===== src/design/bba_pkg.sv =====
// Shared constants and codes of the bitmap block allocator.
// No dependencies; used by the allocator top level, the checker and the bench.
`default_nettype none
package bba_pkg;
  localparam int DEF_NUM_BLOCKS = 1024;
  localparam int WORD_BITS = 32;
  localparam int CHUNK_BITS = 8;

  localparam logic [1:0] KIND_ALLOC = 2'd0;
  localparam logic [1:0] KIND_FREE = 2'd1;
  localparam logic [1:0] KIND_RESERVE = 2'd2;

  localparam logic [1:0] ST_DONE = 2'd0;
  localparam logic [1:0] ST_NOFIT = 2'd1;
  localparam logic [1:0] ST_BAD = 2'd2;

  localparam logic REG_BASE = 1'b0;
  localparam logic REG_SHIFT = 1'b1;

  localparam logic [4:0] SHIFT_RESET = 5'd12;
endpackage
`default_nettype wire


===== src/design/bba_ram.sv =====
// Generic single-write, single-read RAM with registered read data.
// No dependencies; used by the bitmap block allocator for its used map.
`default_nettype none
module bba_ram #(
  parameter int WIDTH = 32,
  parameter int DEPTH = 32
) (
  input  wire logic                                  clk,
  input  wire logic                                  we,
  input  wire logic [(DEPTH > 1 ? $clog2(DEPTH) : 1)-1:0] waddr,
  input  wire logic [WIDTH-1:0]                      wdata,
  input  wire logic [(DEPTH > 1 ? $clog2(DEPTH) : 1)-1:0] raddr,
  output logic [WIDTH-1:0]                           rdata
);
  logic [WIDTH-1:0] mem [DEPTH];

  always_ff @(posedge clk) begin
    if (we) begin
      mem[waddr] <= wdata;
    end
    rdata <= mem[raddr];
  end
endmodule
`default_nettype wire


===== src/design/bitmap_block_allocator.sv =====
// Bitmap first-fit block allocator: top level with its control sequencer.
// Depends on bba_pkg and bba_ram.
// One transaction is worked at a time. After reset a clearing pass over the map marks every
// block used, and no transaction is accepted until it ends. Allocate scans the used map in the
// RAM one word at a time, eight blocks a cycle while it scans a word, with a wait state before
// each word read, up to the word where the run ends, then reads and writes back each word it
// marks. Free and reserve read and write back each touched word. Refused requests go straight
// to the result. A new transaction is accepted while the previous result waits.
`default_nettype none
module bitmap_block_allocator import bba_pkg::*; #(
  parameter int NUM_BLOCKS = DEF_NUM_BLOCKS
) (
  input  wire logic        clk,
  input  wire logic        rst,
  input  wire logic        cfg_we,
  input  wire logic        cfg_index,
  input  wire logic [31:0] cfg_data,
  input  wire logic        in_valid,
  output logic             in_ready,
  input  wire logic [1:0]  kind,
  input  wire logic [9:0]  start_block,
  input  wire logic [10:0] block_count,
  output logic             out_valid,
  input  wire logic        out_ready,
  output logic [1:0]       status,
  output logic [9:0]       found_block,
  output logic [31:0]      found_address
);
  localparam int MAP_WORDS = (NUM_BLOCKS + WORD_BITS - 1) / WORD_BITS;
  localparam int AW = MAP_WORDS > 1 ? $clog2(MAP_WORDS) : 1;
  localparam int BX = AW + 5;
  localparam int PW = (BX > 11 ? BX : 11) + 1;

  localparam logic [2:0] S_CLR = 3'd0;
  localparam logic [2:0] S_IDLE = 3'd1;
  localparam logic [2:0] S_SWAIT = 3'd2;
  localparam logic [2:0] S_SCAN = 3'd3;
  localparam logic [2:0] S_RRD = 3'd4;
  localparam logic [2:0] S_RWR = 3'd5;
  localparam logic [2:0] S_DONE = 3'd6;

  logic [2:0]    state;
  logic [AW-1:0] word;
  logic [1:0]    chunk;
  logic [10:0]   run;
  logic [10:0]   cnt;
  logic [BX-1:0] first;
  logic [BX-1:0] last;
  logic          setv;
  logic          res_alloc;
  logic [1:0]    res_status;
  logic [PW-1:0] res_s;
  logic [31:0]   base_address;
  logic [4:0]    block_shift;

  logic          we;
  logic [31:0]   wdata;
  logic [31:0]   rdata;

  logic [10:0]   run_v;
  logic          hit;
  logic [PW-1:0] hit_s;
  logic [PW-1:0] pos;
  logic [7:0]    bits;

  logic [PW-1:0] start_x;
  logic [PW-1:0] count_x;
  logic [PW-1:0] end_x;
  logic [PW-1:0] lim_x;
  logic [31:0]   mask;
  logic          is_last_word;

  bba_ram #(.WIDTH(WORD_BITS), .DEPTH(MAP_WORDS)) u_map (
    .clk   (clk),
    .we    (we),
    .waddr (word),
    .wdata (wdata),
    .raddr (word),
    .rdata (rdata)
  );

  assign in_ready = (state == S_IDLE);
  assign is_last_word = (word == AW'(MAP_WORDS - 1));

  always_comb begin
    run_v = run;
    hit = 1'b0;
    hit_s = '0;
    pos = '0;
    bits = rdata[chunk*CHUNK_BITS +: CHUNK_BITS];
    for (int j = 0; j < CHUNK_BITS; j++) begin
      pos = PW'({word, chunk, 3'(j)});
      if (!hit) begin
        if (bits[j] || pos >= PW'(NUM_BLOCKS)) begin
          run_v = '0;
        end else begin
          run_v = run_v + 11'd1;
          if (run_v == cnt) begin
            hit = 1'b1;
            hit_s = pos + PW'(1) - PW'(cnt);
          end
        end
      end
    end
  end

  assign start_x = PW'(start_block);
  assign count_x = PW'(block_count);
  assign end_x = start_x + count_x - PW'(1);
  assign lim_x = PW'(NUM_BLOCKS - 1);

  always_comb begin
    mask = '1;
    if (word == first[BX-1:5]) begin
      mask = mask & ({32{1'b1}} << first[4:0]);
    end
    if (word == last[BX-1:5]) begin
      mask = mask & ({32{1'b1}} >> (~last[4:0]));
    end
    we = 1'b0;
    wdata = '1;
    if (state == S_CLR) begin
      we = 1'b1;
    end else if (state == S_RWR) begin
      we = 1'b1;
      wdata = setv ? (rdata | mask) : (rdata & ~mask);
    end
  end

  always_ff @(posedge clk) begin
    if (rst) begin
      base_address <= '0;
      block_shift <= SHIFT_RESET;
    end else if (cfg_we) begin
      unique case (cfg_index)
        REG_BASE:  base_address <= cfg_data;
        REG_SHIFT: block_shift <= cfg_data[4:0];
        default:   ;
      endcase
    end
  end

  always_ff @(posedge clk) begin
    if (rst) begin
      state <= S_CLR;
      word <= '0;
      out_valid <= 1'b0;
    end else begin
      if (out_valid && out_ready && state != S_DONE) begin
        out_valid <= 1'b0;
      end
      unique case (state)
        S_CLR: begin
          word <= word + AW'(1);
          if (is_last_word) begin
            state <= S_IDLE;
          end
        end
        S_IDLE: begin
          if (in_valid) begin
            cnt <= block_count;
            res_s <= '0;
            res_alloc <= 1'b0;
            setv <= (kind == KIND_RESERVE);
            first <= BX'(start_x);
            last <= BX'(end_x > lim_x ? lim_x : end_x);
            chunk <= '0;
            run <= '0;
            if (kind == 2'd3 || block_count == 11'd0 || count_x > PW'(NUM_BLOCKS)) begin
              res_status <= ST_BAD;
              state <= S_DONE;
            end else if (kind == KIND_ALLOC) begin
              res_status <= ST_DONE;
              word <= '0;
              state <= S_SWAIT;
            end else if (start_x >= PW'(NUM_BLOCKS)) begin
              res_status <= ST_BAD;
              state <= S_DONE;
            end else begin
              res_status <= (end_x > lim_x) ? ST_BAD : ST_DONE;
              word <= AW'(start_x >> 5);
              state <= S_RRD;
            end
          end
        end
        S_SWAIT: begin
          state <= S_SCAN;
        end
        S_SCAN: begin
          run <= run_v;
          chunk <= chunk + 2'd1;
          if (hit) begin
            res_alloc <= 1'b1;
            res_s <= hit_s;
            setv <= 1'b1;
            first <= BX'(hit_s);
            last <= BX'(hit_s + PW'(cnt) - PW'(1));
            word <= AW'(hit_s >> 5);
            state <= S_RRD;
          end else if (chunk == 2'd3) begin
            if (is_last_word) begin
              res_status <= ST_NOFIT;
              state <= S_DONE;
            end else begin
              word <= word + AW'(1);
              state <= S_SWAIT;
            end
          end
        end
        S_RRD: begin
          state <= S_RWR;
        end
        S_RWR: begin
          if (word == last[BX-1:5]) begin
            state <= S_DONE;
          end else begin
            word <= word + AW'(1);
            state <= S_RRD;
          end
        end
        S_DONE: begin
          if (!out_valid || out_ready) begin
            out_valid <= 1'b1;
            status <= res_status;
            found_block <= res_alloc ? res_s[9:0] : 10'd0;
            found_address <= res_alloc ? (((32'(res_s)) << block_shift) + base_address)
                                       : 32'd0;
            state <= S_IDLE;
          end
        end
        default: state <= S_CLR;
      endcase
    end
  end
endmodule
`default_nettype wire


===== config.mk =====
export PLATFORM = sky130hd
export DESIGN_NAME = bitmap_block_allocator
export DESIGN_NICKNAME = d
export VERILOG_FILES = /design/src/design/bba_pkg.sv /design/src/design/bba_ram.sv /design/src/design/bitmap_block_allocator.sv
export SDC_FILE = /design/constraint.sdc
export NUM_CORES = 2
export LEC_CHECK = 0
export ABC_AREA = 1
export BUFFER_PORTS_ARGS = -buffer_cell sky130_fd_sc_hd__buf_2
export CORE_MARGIN = 4
export CORE_UTILIZATION = 65
export DETAILED_ROUTE_END_ITERATION = 10
export PLACE_DENSITY_LB_ADDON = 0.25
export SLEW_MARGIN = 10
export SYNTH_ARGS = -nofsm -noshare
export SYNTH_HDL_FRONTEND = slang
export SYNTH_HIERARCHICAL = 1
export SYNTH_SLANG_ARGS = --single-unit

===== constraint.sdc =====
create_clock -name clk -period 14.97 [get_ports clk]
set_clock_uncertainty 0.1 [all_clocks]
set_input_delay 2.2455 -clock clk [delete_from_list [all_inputs] [get_ports clk]]
set_output_delay 2.2455 -clock clk [all_outputs]
set_load 0.03 [all_outputs]

# Yosys cells after proc, flatten, opt, wreduce, memory -nomap -nowiden
# Memories as Yosys holds them, arrays and structs flattened. A register that Yosys moved wholly into a read port is not among the register bits.
# Cells that the tools add are included.
# totals
ff_bits	150
memories	1
output_inout_bits	46
ramBits	1024
elab_cells	237
# memory_table
memory	words	word_bits	read_ports	rd_clocked_by_memory_dff	wr	line_no	text
u_map.mem	32	32	1	1	1	bba_ram.sv:15	logic [WIDTH-1:0] mem [DEPTH];
# classes
shifts	4
n_eq_ne	33
n_mux	121
order_cmp	3
add_sub_neg	31
n_bitwise	7
reduce_logical	20
# ops
cell	count
$mux W12	25
$mux W11	16
$mux W32	5
$sub A11 B11 Y12	8
$add A10 B1 Y11 const B	8
$add A11 B1 Y11 const B	8
$eq A11 B11 Y1	8
$and A32 B32 Y32	2
$mux W10	5
$mux W5	8
$pmux W10 S2	2
$mux W1	33
$add A32 B32 Y32	1
$not A32 Y32	1
$or A32 B32 Y32	1
$shiftx A32 B6 Y8	1
$shl A12 B5 Y32	1
$shl A32 B5 Y32 const A	1
$shr A32 B5 Y32 const A	1
$mux W3	8
$pmux W12 S2	1
$mux W2	11
$pmux W11 S2	1
$pmux W3 S7	1
35 further kinds	62

# Longest topological paths before layout
# logic_depth
word_depth	29
depth_mapped	88
mapped_depth_nobuf	85

# By module
# The synthesis kept the hierarchy.
# modules_own_cells
module	area_per_inst_um2	n_inst	cells_each
bba_ram	42405.7	1	3536
bitmap_block_allocator	18602.8	1	2977

# Least setup slack after synthesis
# Ideal clock, no wire load.
# synth_path
path_kind	register to register
from	reg chunk[0]
to	reg last[9] (data pin)
setup_slack_ns	5.588
setup_time_ns	0.262
t_arrival_ns	9.020
t_required_ns	14.608
path_buffers	3
period_less_slack_ns	9.382
path_stages_with_launch	78
path_cell_list	edfxtp_1 > buf_4 > nand2_1 > nand3_1 > nand2_2 > nand2_1 > inv_2 > ha_1 > inv_1 > nor2_1 > nand2_2 > nor2_4 > nand2_1 > nand2_1 > nand2_1 > nand2_1 > nand2_1 > nor2_4 > (+42 left out) > nand3_2 > inv_2 > a22oi_2 > ha_1 > inv_1 > ha_1 > inv_1 > fa_1 > o21ai_0 > a21oi_1 > inv_1 > a21oi_1 > nor2_1 > o21ai_0 > nand2_1 > xor2_1 > o21ai_0 > mux2i_1
# synth_between
elab_chain_cells	29
word_cells_on_any_way	90
# synth_rtl
element	line_no	text
start: declaration	bitmap_block_allocator.sv:44	logic [1:0] chunk;
start signal: assignment	bitmap_block_allocator.sv:191	chunk <= chunk + 2'd1;
$shiftx A32 B6 Y8 or $add A10 B1 Y11 (tied branches)	bitmap_block_allocator.sv:90, bitmap_block_allocator.sv:100	
$mux W11 or $sub A11 B11 Y12 (tied branches)	bitmap_block_allocator.sv:94, bitmap_block_allocator.sv:100	
$add A11 B1 Y11 or $mux W12 (tied branches)	bitmap_block_allocator.sv:97, bitmap_block_allocator.sv:98	
$mux W11, or another cell as far along	bitmap_block_allocator.sv:94	if (bits[j] || pos >= PW'(NUM_BLOCKS)) begin
$mux W11, or another cell as far along	bitmap_block_allocator.sv:93	if (!hit) begin
$add A11 B1 Y11, or another cell as far along	bitmap_block_allocator.sv:97	run_v = run_v + 11'd1;
$mux W11, or another cell as far along	bitmap_block_allocator.sv:94	
$mux W11, or another cell as far along	bitmap_block_allocator.sv:93	
(+13 left out)	n/a	
$eq A11 B11 Y1 or $mux W12 (tied branches)	bitmap_block_allocator.sv:98, bitmap_block_allocator.sv:93	
$mux W12	bitmap_block_allocator.sv:98	if (run_v == cnt) begin
$mux W12	bitmap_block_allocator.sv:94	
$mux W12 *	bitmap_block_allocator.sv:93	
$add A10 B10 Y10 *	bitmap_block_allocator.sv:197	last <= BX'(hit_s + PW'(cnt) - PW'(1));
$sub A10 B1 Y10 *	bitmap_block_allocator.sv:197	
$mux W10 *	bitmap_block_allocator.sv:192	if (hit) begin
$pmux W10 S2 *	bitmap_block_allocator.sv:152	unique case (state)
end signal: assignment	bitmap_block_allocator.sv:166	last <= BX'(end_x > lim_x ? lim_x : end_x);
end signal: assignment	bitmap_block_allocator.sv:197	
end: declaration	bitmap_block_allocator.sv:48	logic [BX-1:0] last;
# Mark *: on every way between the ends. The rest lies on a longest branch, timed or not. The select of a mux whose other input is x is not followed.
# A chain may end at the register's enable or synchronous reset.

# Worst setup path in the final report
# Ends and elaborated chain as after synthesis.

==> run_results.csv <==
group,metric,value,unit
critical_path,cp_max_fo,22,
critical_path,r2r-start,"chunk[0]$_SDFFCE_PN0P_",
timing,maxSlewHeadroom,0.116,
cells_and_area,nNetsFinal,6711,
routing,vias_per_cell,6.26,
clock_tree,clock-sinks,1206,
placed_design,place_ws,2820,ps
placed_design,dpl.hpwl,121,mm
floorplan,ioPinCount,107,
synth,synthArstFlopShare,0,
synth,synth-main-ff-cell,"edfxtp_1",
power_and_ir_drop,pwr-share-comb,0.344,
synth,syn-num-nets,6688,
synth,ys_seq_area_frac,0.581,
global_routing,grt_max_degree,211,
critical_path,max_stage_delay,800,ps
timing,finalSetupViolations,0,
routing,first_iter_violations,7140,
timing,slew_violations,0,
power_and_ir_drop,p_int,6.53,mW
floorplan,core,0.0932,mm²
synth,ys_top_cells_by_area,"edfxtp_1, nand2_1, nand3_1",
floorplan,initial_core_util,0.655,
cells_and_area,area_growth,8.45,%
cells_and_area,instances_no_fill,7893,
synth,yosysWarnings,6,
critical_path,crit_top_cell,"nand2_1",
timing,fin_setup_tns,0,ps
cells_and_area,utilization,0.710,
global_routing,grt-ovfl-total,0,
placed_design,gp_congestion,1.05,
routing,first_pass_iters,8,
clock_tree,cts_setup_buffers,0,
placed_design,dp.cells,7673,
cells_and_area,layout-drive-gt1-share,0.0949,
job,maxCapViolations,0,
floorplan,die_h,314,µm
critical_path,endpoint_kind,"flip-flop",
clock_tree,cts.repair.resized,0,
cells_and_area,final_common_cell,"nand2_1",
power_and_ir_drop,irDropWorstVdd,154,µV
routing,wl_per_cell,24.6,µm
clock_tree,clk_path_buf_depth,3,
power_and_ir_drop,power_leakage,25.8,nW
routing,vias,49400,
clock_tree,clk_pin_slew,60,ps
power_and_ir_drop,power_density,162,mW/mm²
critical_path,cp.arrival,12810,ps
global_routing,grtUsageTotal,0.387,
floorplan,die_w,314,µm
clock_tree,clock_latency,750,ps
critical_path,critPathKind,"reg2reg",
critical_path,ff2ff_path_depth,80,
timing,rsz0062_at_grt,"false",
synth,synth.distinct_cells,63,
timing,period_minus_slack,12360,ps
synth,synth_edf_count,1128,
power_and_ir_drop,sw_frac_of_total,0.390,
global_routing,antenna_found_initial,1,
critical_path,ff2ff_setup_slack,2610,ps
synth,yosysTopAreaCell,"edfxtp_1",
clock_tree,cts_inserted_buffers,115,
timing,worst_pin_slew,1330,ps
synth,syn_area,0.0610,mm²
critical_path,required,15420,ps
synth,synth.top_cell.area_share,0.555,
placed_design,numPortBuffers,106,
clock_tree,cts.htree.levels,3,
global_routing,grt_pass1_wl,286,mm
global_routing,grt_pass1_vias,47000,
clock_tree,cts-hold-fix-buffers,0,
routing,ant_nets,0,
routing,drc,0,
critical_path,cp-endpoint,"last[9]$_DFFE_PP_",
critical_path,slowest_stage,"edfxtp_1",
timing,max_freq,80.9,MHz
power_and_ir_drop,p_sw,4.18,mW
clock_tree,cts-root-buf,"clkbuf_16",
power_and_ir_drop,p_seq_frac,0.385,
power_and_ir_drop,pwr-share-clk,0.271,
floorplan,dieArea,0.0988,mm²
timing,hold_viol_final,0,
synth,syn_inst,6513,
critical_path,crit_path_start,"chunk[0]$_SDFFCE_PN0P_",
floorplan,row_count,112,
timing,finalWorstSetupSlack,2610,ps
critical_path,rr_endpoint,"last[9]$_DFFE_PP_",
routing,drt_wl_total,194,mm
timing,finalCritPeriodShare,0.826,
synth,avgSynthCellArea,9.37,µm²
outcome,status,"completed",
power_and_ir_drop,p_total,10.7,mW
synth,synth-seq-cells,1206,
critical_path,start_kind,"flip-flop",
hold_path,holdCritPathClass,"reg2reg",
cells_and_area,mostFrequentLayoutCells,"nand2_1, edfxtp_1, nand3_1, inv_1, nor2_1",
clock_tree,cts_tree,"yes",
## state kept, by name, indices dropped and copies added, names as in the netlist, 5 cells and up
name	count
word	5
block_shift	5
last	10
res_s	12
base_address	32
cnt	11
run	11
found_address	32
u_map/rdata	32
u_map/mem	1024
found_block	10
first	10
## how the worst min path moves through the flow
stage	startpoint	endpoint	slack (ps)	cells past startpoint
floorplan	res_status[0]$_SDFFCE_PP1P_	status[0]$_DFFE_PP_	300	0
global placement	res_status[0]$_SDFFCE_PP1P_	status[0]$_DFFE_PP_	300	0
detailed placement	res_status[0]$_SDFFCE_PP1P_	status[0]$_DFFE_PP_	310	0
CTS	res_status[0]$_SDFFCE_PP1P_	status[0]$_DFFE_PP_	320	0
global route	res_status[0]$_SDFFCE_PP1P_	status[0]$_DFFE_PP_	340	0
finish	res_status[0]$_SDFFCE_PP1P_	status[0]$_DFFE_PP_	320	0
## critical path: cells and delay by family, from the launching register on
kind            cells  cell delay [ps]
fa+ha+maj           7             1940
buf+inv             9             1020
xor+xnor            3              520
flops               1              800
mux                 1              200
simple gates       54             6840
compound gates      6              760
## final cells by class
cell class	count	area, µm²
Clock buffer	153	3130
Timing Repair Buffer	209	1320
Multi-Input combinational cell	4609	22500
Tap cell	1254	1570
Clock inverter	66	641
Sequential cell	1206	35500
Antenna cell	1	2.50
Fill cell	6604	27000
Inverter	395	1510
## metal layers
metal / global-route usage / share of wire
met1: 0.499 / 0.36
met2: 0.634 / 0.47
met3: 0.0668 / 0.11
met4: 0.204 / 0.062
met5: 0 / 0
## synth_stat cells (13+ instances only)
cell type / number
a21oi_1: 159
a31oi_1: 15
buf_1: 26
buf_2: 96
buf_4: 28
buf_6: 72
clkbuf_1: 77
clkinv_1: 13
dfxtp_1: 78
edfxtp_1: 1128
ha_1: 104
inv_1: 350
inv_2: 30
nand2_1: 2240
nand2_2: 48
nand3_1: 1046
nand3_2: 18
nand3b_1: 18
nand4_1: 33
nor2_1: 347
nor2_2: 29
nor2_4: 14
nor3_1: 19
o21a_1: 13
o21ai_0: 226
o21ai_1: 15
o21ai_2: 14
o21bai_1: 14
o221ai_1: 13
o22ai_1: 16
xor2_1: 91
## power groups by stage
stage	Sequential, mW	Combinational [mW]	Clock (mW)
finish	4.12	3.69	2.90
global route	4.13	3.99	3.05
CTS	4.12	3.59	2.91
detailed placement	4.19	3.54	0
global placement	4.18	3.48	0
floorplan	4.10	2.60	0
## metrics by stage
step	cell area, µm²	hold WS, ps
after floorplan	61000	300
final	66200	323
after detailed placement	62400	305
after CTS	66100	321
after global placement	62400	302
after global routing	66200	339
## logic make-up (layout without fill, tap and decap cells)
kind of cell	after synthesis	in the layout	synth area share
buf+inv	698	823	0.0564
flops	1206	1206	0.581
compound gates	540	540	0.0508
mux	9	9	0.00148
fa+ha+maj	114	114	0.0246
xor+xnor	102	102	0.0146
other cells	0	1	0
simple gates	3844	3844	0.271
No activity file was read; power rests on OpenSTA's default activity.
